### src/rtl/ema_ribbon_crossover_signal_core_macros.svh
// ----------------------------------------------------------------------------
// EMA ribbon crossover assertion macros
// Shared concurrent assertion forms, clocked on clk and disabled in reset.
// ----------------------------------------------------------------------------
`ifndef EMA_RIBBON_CROSSOVER_SIGNAL_CORE_MACROS_SVH
`define EMA_RIBBON_CROSSOVER_SIGNAL_CORE_MACROS_SVH

// The consequent must hold in the same cycle as the antecedent.
`define ERCS_ASSERT_SAME(label, ante, cons) \
  label: assert property (@(posedge clk) disable iff (rst) (ante) |-> (cons)) \
    else $error("ercs assertion failed");

// The consequent must hold in the cycle after the antecedent.
`define ERCS_ASSERT_NEXT(label, ante, cons) \
  label: assert property (@(posedge clk) disable iff (rst) (ante) |=> (cons)) \
    else $error("ercs assertion failed");

`endif

### src/rtl/ercs_pkg.sv
// ----------------------------------------------------------------------------
// EMA ribbon crossover package
// Types, register indexes, opcodes and reset values shared by the block.
// ----------------------------------------------------------------------------
package ercs_pkg;

  localparam int ALPHA_REGS = 5;
  localparam int MAX_OUT    = 5;
  localparam int LANE_W     = 3;
  localparam int PRICE_W    = 32;
  localparam int ALPHA_W    = 16;
  localparam int CFG_IDX_W  = 3;
  localparam int CFG_DATA_W = 16;

  localparam logic [CFG_IDX_W-1:0] REG_ACTIVE_COUNT = 3'd0;
  localparam logic [CFG_IDX_W-1:0] REG_ALPHA_FIRST  = 3'd1;
  localparam logic [CFG_IDX_W-1:0] REG_ALPHA_LAST   = 3'd5;

  localparam logic OP_SEED   = 1'b0;
  localparam logic OP_UPDATE = 1'b1;

  localparam logic SIG_SELL = 1'b0;
  localparam logic SIG_BUY  = 1'b1;

  localparam logic [LANE_W-1:0] ACTIVE_RESET = 3'd5;

  localparam logic [ALPHA_W-1:0] ALPHA_RESET [ALPHA_REGS] = '{
    16'd21845, 16'd11916, 16'd6242, 16'd2570, 16'd1298
  };

  typedef enum logic [1:0] {
    S_IDLE,
    S_REF,
    S_MUL,
    S_ACC
  } state_t;

endpackage

### src/rtl/ercs_in_if.sv
// ----------------------------------------------------------------------------
// EMA ribbon crossover input channel
// Valid/ready channel carrying one price request.
// ----------------------------------------------------------------------------
interface ercs_in_if;
  logic        valid;
  logic        ready;
  logic        opcode;
  logic [31:0] price;

  modport source (output valid, output opcode, output price, input ready);
  modport sink (input valid, input opcode, input price, output ready);
endinterface

### src/rtl/ercs_out_if.sv
// ----------------------------------------------------------------------------
// EMA ribbon crossover result channel
// Valid/ready channel carrying one lane result per active lane of an update request.
// ----------------------------------------------------------------------------
interface ercs_out_if;
  logic        valid;
  logic        ready;
  logic [2:0]  lane;
  logic [31:0] average;
  logic        signal;
  logic        last;

  modport source (output valid, output lane, output average, output signal,
                  output last, input ready);
  modport sink (input valid, input lane, input average, input signal,
                input last, output ready);
endinterface

### src/rtl/ema_ribbon_crossover_signal_core.sv
// A seed request is taken in S_IDLE; an update steps through S_REF, then S_MUL and S_ACC for each of N active lanes.
// Requests are handled one at a time; a new one is accepted once the last result of an update is registered.
// Each lane passes through S_MUL and S_ACC, using the single shared blend multiplier and its output register.
// A stalled result register holds the sequencer in place until the result is taken.
// Reset (rst, synchronous) clears averages and signals, loads register defaults, empties output.
// ----------------------------------------------------------------------------
// EMA ribbon crossover signal core
// Keeps a ribbon of exponential moving averages and emits a crossover signal per lane.
// ----------------------------------------------------------------------------
`include "ema_ribbon_crossover_signal_core_macros.svh"

module ema_ribbon_crossover_signal_core #(
  parameter int LANES = 5
) (
  input  logic                              clk,
  input  logic                              rst,
  input  logic                              cfg_we,
  input  logic [ercs_pkg::CFG_IDX_W-1:0]    cfg_index,
  input  logic [ercs_pkg::CFG_DATA_W-1:0]   cfg_data,
  ercs_in_if.sink                           in_ch,
  ercs_out_if.source                        out_ch
);

  localparam int USED  = (LANES < ercs_pkg::MAX_OUT) ? LANES : ercs_pkg::MAX_OUT;
  localparam int IDX_W = (USED > 1) ? $clog2(USED) : 1;
  localparam logic [ercs_pkg::LANE_W-1:0] USED_N = ercs_pkg::LANE_W'(USED);

  ercs_pkg::state_t state, state_next;

  logic [31:0] avg [USED];
  logic        sig0;
  logic        prev_sig;
  logic [15:0] alpha [ercs_pkg::ALPHA_REGS];
  logic [2:0]  active_count;

  logic [31:0] price_q;
  logic [31:0] ref_avg;
  logic [2:0]  n_q;
  logic [2:0]  lane_q;

  logic        out_valid;
  logic [2:0]  out_lane;
  logic [31:0] out_average;
  logic        out_signal;
  logic        out_last;

  logic        in_fire;
  logic        load;
  logic        emit;
  logic        out_free;
  logic        is_last;
  logic [2:0]  n_eff;
  logic [2:0]  alpha_sel;
  logic [31:0] blend_new;
  logic        sig;

  always_comb begin
    if (active_count == 3'd0) begin
      n_eff = 3'd1;
    end else if (active_count > USED_N) begin
      n_eff = USED_N;
    end else begin
      n_eff = active_count;
    end
  end

  assign in_fire   = in_ch.valid & in_ch.ready;
  assign out_free  = ~out_valid | out_ch.ready;
  assign is_last   = (lane_q == n_q - 3'd1);
  assign alpha_sel = cfg_index - ercs_pkg::REG_ALPHA_FIRST;

  always_comb begin
    if (is_last) begin
      sig = ~(ref_avg > blend_new);
    end else if (ref_avg > blend_new) begin
      sig = ercs_pkg::SIG_SELL;
    end else if (ref_avg < blend_new) begin
      sig = ercs_pkg::SIG_BUY;
    end else if (lane_q == 3'd0) begin
      sig = sig0;
    end else begin
      sig = prev_sig;
    end
  end

  ercs_blend u_blend (
    .clk    (clk),
    .load   (load),
    .price  (price_q),
    .old    (avg[lane_q[IDX_W-1:0]]),
    .alpha  (alpha[lane_q]),
    .result (blend_new)
  );

  always_comb begin
    state_next  = state;
    in_ch.ready = 1'b0;
    load        = 1'b0;
    emit        = 1'b0;
    case (state)
      ercs_pkg::S_IDLE: begin
        in_ch.ready = 1'b1;
        if (in_ch.valid && in_ch.opcode == ercs_pkg::OP_UPDATE) begin
          state_next = ercs_pkg::S_REF;
        end
      end
      ercs_pkg::S_REF: begin
        state_next = ercs_pkg::S_MUL;
      end
      ercs_pkg::S_MUL: begin
        load       = 1'b1;
        state_next = ercs_pkg::S_ACC;
      end
      ercs_pkg::S_ACC: begin
        if (out_free) begin
          emit       = 1'b1;
          state_next = is_last ? ercs_pkg::S_IDLE : ercs_pkg::S_MUL;
        end
      end
      default: begin
        state_next = ercs_pkg::S_IDLE;
      end
    endcase
  end

  always_ff @(posedge clk) begin
    if (rst) begin
      state <= ercs_pkg::S_IDLE;
    end else begin
      state <= state_next;
    end
  end

  always_ff @(posedge clk) begin
    if (rst) begin
      active_count <= ercs_pkg::ACTIVE_RESET;
      for (int i = 0; i < ercs_pkg::ALPHA_REGS; i++) begin
        alpha[i] <= ercs_pkg::ALPHA_RESET[i];
      end
    end else if (cfg_we) begin
      if (cfg_index == ercs_pkg::REG_ACTIVE_COUNT) begin
        active_count <= cfg_data[2:0];
      end else if (cfg_index <= ercs_pkg::REG_ALPHA_LAST) begin
        alpha[alpha_sel] <= cfg_data;
      end
    end
  end

  always_ff @(posedge clk) begin
    if (rst) begin
      for (int i = 0; i < USED; i++) begin
        avg[i] <= '0;
      end
      sig0     <= ercs_pkg::SIG_SELL;
      prev_sig <= ercs_pkg::SIG_SELL;
      lane_q   <= '0;
      n_q      <= 3'd1;
    end else begin
      if (in_fire) begin
        price_q <= in_ch.price;
        n_q     <= n_eff;
        lane_q  <= '0;
        if (in_ch.opcode == ercs_pkg::OP_SEED) begin
          for (int i = 0; i < USED; i++) begin
            avg[i] <= in_ch.price;
          end
        end
      end
      if (state == ercs_pkg::S_REF) begin
        ref_avg <= avg[n_q[IDX_W-1:0] - IDX_W'(1)];
      end
      if (emit) begin
        avg[lane_q[IDX_W-1:0]] <= blend_new;
        prev_sig <= sig;
        if (lane_q == 3'd0) begin
          sig0 <= sig;
        end
        if (!is_last) begin
          lane_q <= lane_q + 3'd1;
        end
      end
    end
  end

  always_ff @(posedge clk) begin
    if (rst) begin
      out_valid <= 1'b0;
    end else if (emit) begin
      out_valid <= 1'b1;
    end else if (out_ch.ready) begin
      out_valid <= 1'b0;
    end
  end

  always_ff @(posedge clk) begin
    if (emit) begin
      out_lane    <= lane_q;
      out_average <= blend_new;
      out_signal  <= sig;
      out_last    <= is_last;
    end
  end

  assign out_ch.valid   = out_valid;
  assign out_ch.lane    = out_lane;
  assign out_ch.average = out_average;
  assign out_ch.signal  = out_signal;
  assign out_ch.last    = out_last;

  `ERCS_ASSERT_NEXT(a_update_starts, in_fire && in_ch.opcode == ercs_pkg::OP_UPDATE, state == ercs_pkg::S_REF)
  `ERCS_ASSERT_SAME(a_lane_in_range, state != ercs_pkg::S_IDLE, lane_q < n_q)
  `ERCS_ASSERT_SAME(a_last_lane, out_valid && out_last, out_lane == n_q - 3'd1)
  `ERCS_ASSERT_NEXT(a_seed_loads, in_fire && in_ch.opcode == ercs_pkg::OP_SEED, avg[0] == $past(in_ch.price))

endmodule

### src/rtl/ercs_blend.sv
// ----------------------------------------------------------------------------
// EMA ribbon crossover blend unit
// Shared multiplier: new = old + ((price - old) * alpha) >>> 16, one lane per use.
// ----------------------------------------------------------------------------
module ercs_blend (
  input  logic                             clk,
  input  logic                             load,
  input  logic [ercs_pkg::PRICE_W-1:0]     price,
  input  logic [ercs_pkg::PRICE_W-1:0]     old,
  input  logic [ercs_pkg::ALPHA_W-1:0]     alpha,
  output logic [ercs_pkg::PRICE_W-1:0]     result
);

  logic signed [32:0] diff;
  logic signed [17:0] alpha_s;
  logic signed [50:0] prod;
  logic signed [50:0] prod_sh;
  logic [31:0]        old_q;

  assign diff    = $signed({1'b0, price}) - $signed({1'b0, old});
  assign alpha_s = $signed({2'b00, alpha});

  always_ff @(posedge clk) begin
    if (load) begin
      prod  <= 51'(diff) * 51'(alpha_s);
      old_q <= old;
    end
  end

  assign prod_sh = prod >>> 16;
  assign result  = old_q + prod_sh[31:0];

endmodule
### src/flat_wrapper.sv
// flat-port wrapper written by rule: the top's interface ports become plain ports
module ema_ribbon_crossover_signal_core_flat 
#(
  parameter int LANES = 5
)
  (clk, rst, cfg_we, cfg_index, cfg_data, in_ch_valid, in_ch_opcode, in_ch_price, in_ch_ready, out_ch_valid, out_ch_lane, out_ch_average, out_ch_signal, out_ch_last, out_ch_ready);
  ercs_in_if in_ch_i ();
  ercs_out_if out_ch_i ();
  input  logic clk;
  input  logic rst;
  input  logic cfg_we;
  input  logic [ercs_pkg::CFG_IDX_W-1:0] cfg_index;
  input  logic [ercs_pkg::CFG_DATA_W-1:0] cfg_data;
  input wire logic [$bits(in_ch_i.valid)-1:0] in_ch_valid;
  input wire logic [$bits(in_ch_i.opcode)-1:0] in_ch_opcode;
  input wire logic [$bits(in_ch_i.price)-1:0] in_ch_price;
  output wire logic [$bits(in_ch_i.ready)-1:0] in_ch_ready;
  output wire logic [$bits(out_ch_i.valid)-1:0] out_ch_valid;
  output wire logic [$bits(out_ch_i.lane)-1:0] out_ch_lane;
  output wire logic [$bits(out_ch_i.average)-1:0] out_ch_average;
  output wire logic [$bits(out_ch_i.signal)-1:0] out_ch_signal;
  output wire logic [$bits(out_ch_i.last)-1:0] out_ch_last;
  input wire logic [$bits(out_ch_i.ready)-1:0] out_ch_ready;
  assign in_ch_i.valid = in_ch_valid;
  assign in_ch_i.opcode = in_ch_opcode;
  assign in_ch_i.price = in_ch_price;
  assign in_ch_ready = in_ch_i.ready;
  assign out_ch_valid = out_ch_i.valid;
  assign out_ch_lane = out_ch_i.lane;
  assign out_ch_average = out_ch_i.average;
  assign out_ch_signal = out_ch_i.signal;
  assign out_ch_last = out_ch_i.last;
  assign out_ch_i.ready = out_ch_ready;
  ema_ribbon_crossover_signal_core #(.LANES(LANES)) u_core (.clk(clk), .rst(rst), .cfg_we(cfg_we), .cfg_index(cfg_index), .cfg_data(cfg_data), .in_ch(in_ch_i), .out_ch(out_ch_i));
endmodule
### config.mk
export PLATFORM = sky130hd
export DESIGN_NAME = ema_ribbon_crossover_signal_core_flat
export DESIGN_NICKNAME = d
export VERILOG_FILES = /design/src/rtl/ercs_pkg.sv /design/src/rtl/ercs_in_if.sv /design/src/rtl/ercs_out_if.sv /design/src/rtl/ema_ribbon_crossover_signal_core.sv /design/src/rtl/ercs_blend.sv /design/src/flat_wrapper.sv
export VERILOG_INCLUDE_DIRS = /design/src /design/src/rtl
export SDC_FILE = /design/constraint.sdc
export NUM_CORES = 2
export LEC_CHECK = 0
export BUFFER_PORTS_ARGS = -buffer_cell sky130_fd_sc_hd__buf_4
export CORE_ASPECT_RATIO = 1.75
export CORE_MARGIN = 2
export CORE_UTILIZATION = 35
export DETAILED_ROUTE_END_ITERATION = 10
export GPL_TIMING_DRIVEN = 0
export SLEW_MARGIN = 20
export SYNTH_ARGS = -nofsm -noshare
export SYNTH_HDL_FRONTEND = slang
export SYNTH_HIERARCHICAL = 1
export SYNTH_SLANG_ARGS = --single-unit
### constraint.sdc
create_clock -name clk -period 13.7 [get_ports clk]
set_input_delay 2.74 -clock clk [delete_from_list [all_inputs] [get_ports clk]]
set_output_delay 2.74 -clock clk [all_outputs]
set_load 0.005 [all_outputs]
==> metrics.txt <==
run status finished, final reports clean; hold_buf cts 0; die height 477 um; Cells after Synth 4077; htree depth 2; Post-synth EDFFs 549; Cell Area, Synth 44800 um^2; drt first pass iters 5; final hold vios 0; clock sink count 563; antenna-violating nets left 0; Crit. End Element flop; Filler Cell Count 12400; Die X 274 um; DRC errors left 0; Seq/Total Area, Yosys 37.4%; FP Rows 173; starting density of the core 35.2%; Post-CTS Setup Bufs 0; class of the worst hold path flop to flop; R2R depth 43; routed vias 32100; largest area contributor in the netlist edfxtp_1; critical path class flop to flop; CP most frequent cell fa_1; CTS Buf Count 48; first-pass GRT wire length 225000 um; area delta synth->final 11.0%; die area 131000 um^2; Design Area, Final 49700 um^2; Startpoint Class flop; vias in the first global route 34700; fin crit share 96.9%; drt total wl 155000 um; Yosys warning count 6; Distinct cells, synth 81; crit-path max cell delay 0.88 ns; Post-synth top flop edfxtp_1; RSZ-0062 raised after global routing no; vias per cell 5.39; share of cells above drive strength 1 9.79%; hold_ws 0.481 ns; number of DRC markers in iteration 0 2263; max-slew violations 0; Critical Path AT 13.65 ns; CTS tree built; CP max FO 10; worst slew pin tran 1.32 ns; Fmax 0.0753 GHz; largest net degree at the start of global routing 36; worst hold path depth 2; Area contributors post-synth edfxtp_1 (37%), fa_1 (22%), ha_1 (5.9%); share of the synthesized area in the top cell type 36.8%; worst clock skew 0.0244 ns; Placed Area 48000 um^2; clock root cell clkbuf_16; Critical Path RT 14.07 ns; core box area 127000 um^2; Avg WL per Cell 26.0 um; Clock Path Buffers 3; final setup TNS 0 ns; hpwl dp 121000 um; gr usage total 23.8%; Synth Area per Inst 11.0 um^2; Core Util, Final 39.1%; Syn Nets 4837; fin crit period 13.28 ns; final setup fails 0; PortBufs 94; I/O pin cnt 96; CTS clk-pin slew, worst paths 0.07 ns; nets 5009; routability cong. 0.943; Slew HR 12.1%; maxcap violations 0; Overflow after GRT 0; CP max-delay cell clkdlybuf4s15_1; Clock Latency Late Sink 0.62 ns; Synth async-reset ratio 0%; initial antenna violation count 6; Synth Register Bits 563
## cells by family (layout without fill, tap and decap cells)
logic type	after synthesis	in the layout	synth area share [%]
buf+inv	847	1052	7.23
xor+xnor	104	104	2.07
mux	98	98	4.07
other cells	0	3	0
compound gates	473	473	7.47
simple gates	1289	1289	13.8
fa+ha+maj	703	703	27.9
flops	563	563	37.4
## placed cells by master (no fill, tap or decap), types with 8 or more instances in the layout
cell	n
nand2_1	670
mux2_2	33
xnor2_2	15
xnor2_1	65
inv_1	663
mux4_2	64
nand4_1	64
nor2b_1	32
o21bai_1	16
o21a_1	20
buf_4	111
nand2b_1	32
and2_1	295
dfxtp_1	14
xor2_1	21
clkbuf_2	15
nor2_1	79
o21ai_0	41
clkbuf_1	129
a21oi_1	81
edfxtp_1	549
ha_1	212
fa_1	491
o211ai_1	11
nor3_1	13
nor3_2	8
a22oi_1	192
clkbuf_16	49
and3_1	12
or3_1	23
a21o_1	33
buf_2	40
a211oi_1	17
nand3_1	20
## Yosys cell counts (5+ instances only)
library cell / instances
nand2_1: 670
inv_1: 664
edfxtp_1: 549
fa_1: 491
and2_1: 296
ha_1: 212
a22oi_1: 192
clkbuf_1: 132
a21oi_1: 82
nor2_1: 82
xnor2_1: 80
mux4_2: 64
nand4_1: 64
o21ai_0: 41
nand2b_1: 37
buf_2: 35
a21o_1: 33
mux2_2: 33
nor2b_1: 33
or3_1: 23
xor2_1: 23
nand3_1: 20
o21a_1: 20
nor3_1: 18
a211oi_1: 17
o21bai_1: 16
dfxtp_1: 14
and3_1: 12
o211ai_1: 11
buf_1: 10
a211o_1: 7
o21ai_1: 7
or2_2: 7
a21boi_0: 6
nor4_1: 5
## critical path: cells and delay by family (launching register included)
family          cells  cell delay, ns
buf+inv            10            2.79
flops               1            0.37
fa+ha+maj           8            3.76
simple gates        4            0.69
xor+xnor            3            0.57
compound gates     18            4.82
## state kept, by name, summed over array words and instances (netlist names)
name                   count
u_core/avg               256
u_core/alpha             128
u_core/out_ch.average     32
u_core/price_q            32
u_core/ref_avg            32
u_core/u_blend/old_q      32
u_core/u_blend/prod       32
u_core/active_count        3
u_core/lane_q              3
u_core/n_q                 3
u_core/out_ch.lane         3
u_core/state               2
u_core/out_ch.last         1
u_core/out_ch.signal       1
u_core/out_ch.valid        1
u_core/prev_sig            1
u_core/sig0                1
## area by class of cell
type / instances / area [um^2] / area share, %
clock buffer: 55 / 1250 / 2.51
timing repair buffer: 122 / 1030 / 2.07
buffer: 181 / 764 / 1.54
multi-input combinational: 2667 / 25000 / 50.3
tap: 1662 / 2080 / 4.18
clock inverter: 28 / 307 / 0.617
sequential: 563 / 16800 / 33.7
inverter: 666 / 2500 / 5.03
antenna: 3 / 7.51 / 0.0151
## timing repair
item	4_1_cts	5_1_grt
resized for setup	2	21
cloned	0	0
endpoints found under the setup margin	1	6
## routing by layer
metal / global-route usage [%] / vias to the layer above / wire [um]
met5: 0 / - / 0
met4: 17.5 / 0 / 14000
met3: 2.51 / 541 / 8630
met2: 44.6 / 1429 / 82600
met1: 23.8 / 16300 / 49400
li1: - / 13800 / -
## metrics by stage
stage          worst slack (ns)  std cells
6_report                  0.422       5947
3_5_place_dp             -0.174       5861
2_1_floorplan              4.03       4077
4_1_cts                 0.00351       5944
5_1_grt                  0.0432       5946
3_3_place_gp             -0.114       5833
## worst paths after layout
path,startpoint,to,slack (ns)
max,u_core/lane_q[0],u_core/u_blend/prod[47],0.42
min reg2reg,u_core/active_count[1],u_core/active_count[1],0.48
max reg2reg,u_core/lane_q[0],u_core/u_blend/prod[47],0.42
min,u_core/active_count[1],u_core/active_count[1],0.48
Power is not shown: default switching activity piles up to over one toggle a cycle in this logic, so the estimate is an artifact.
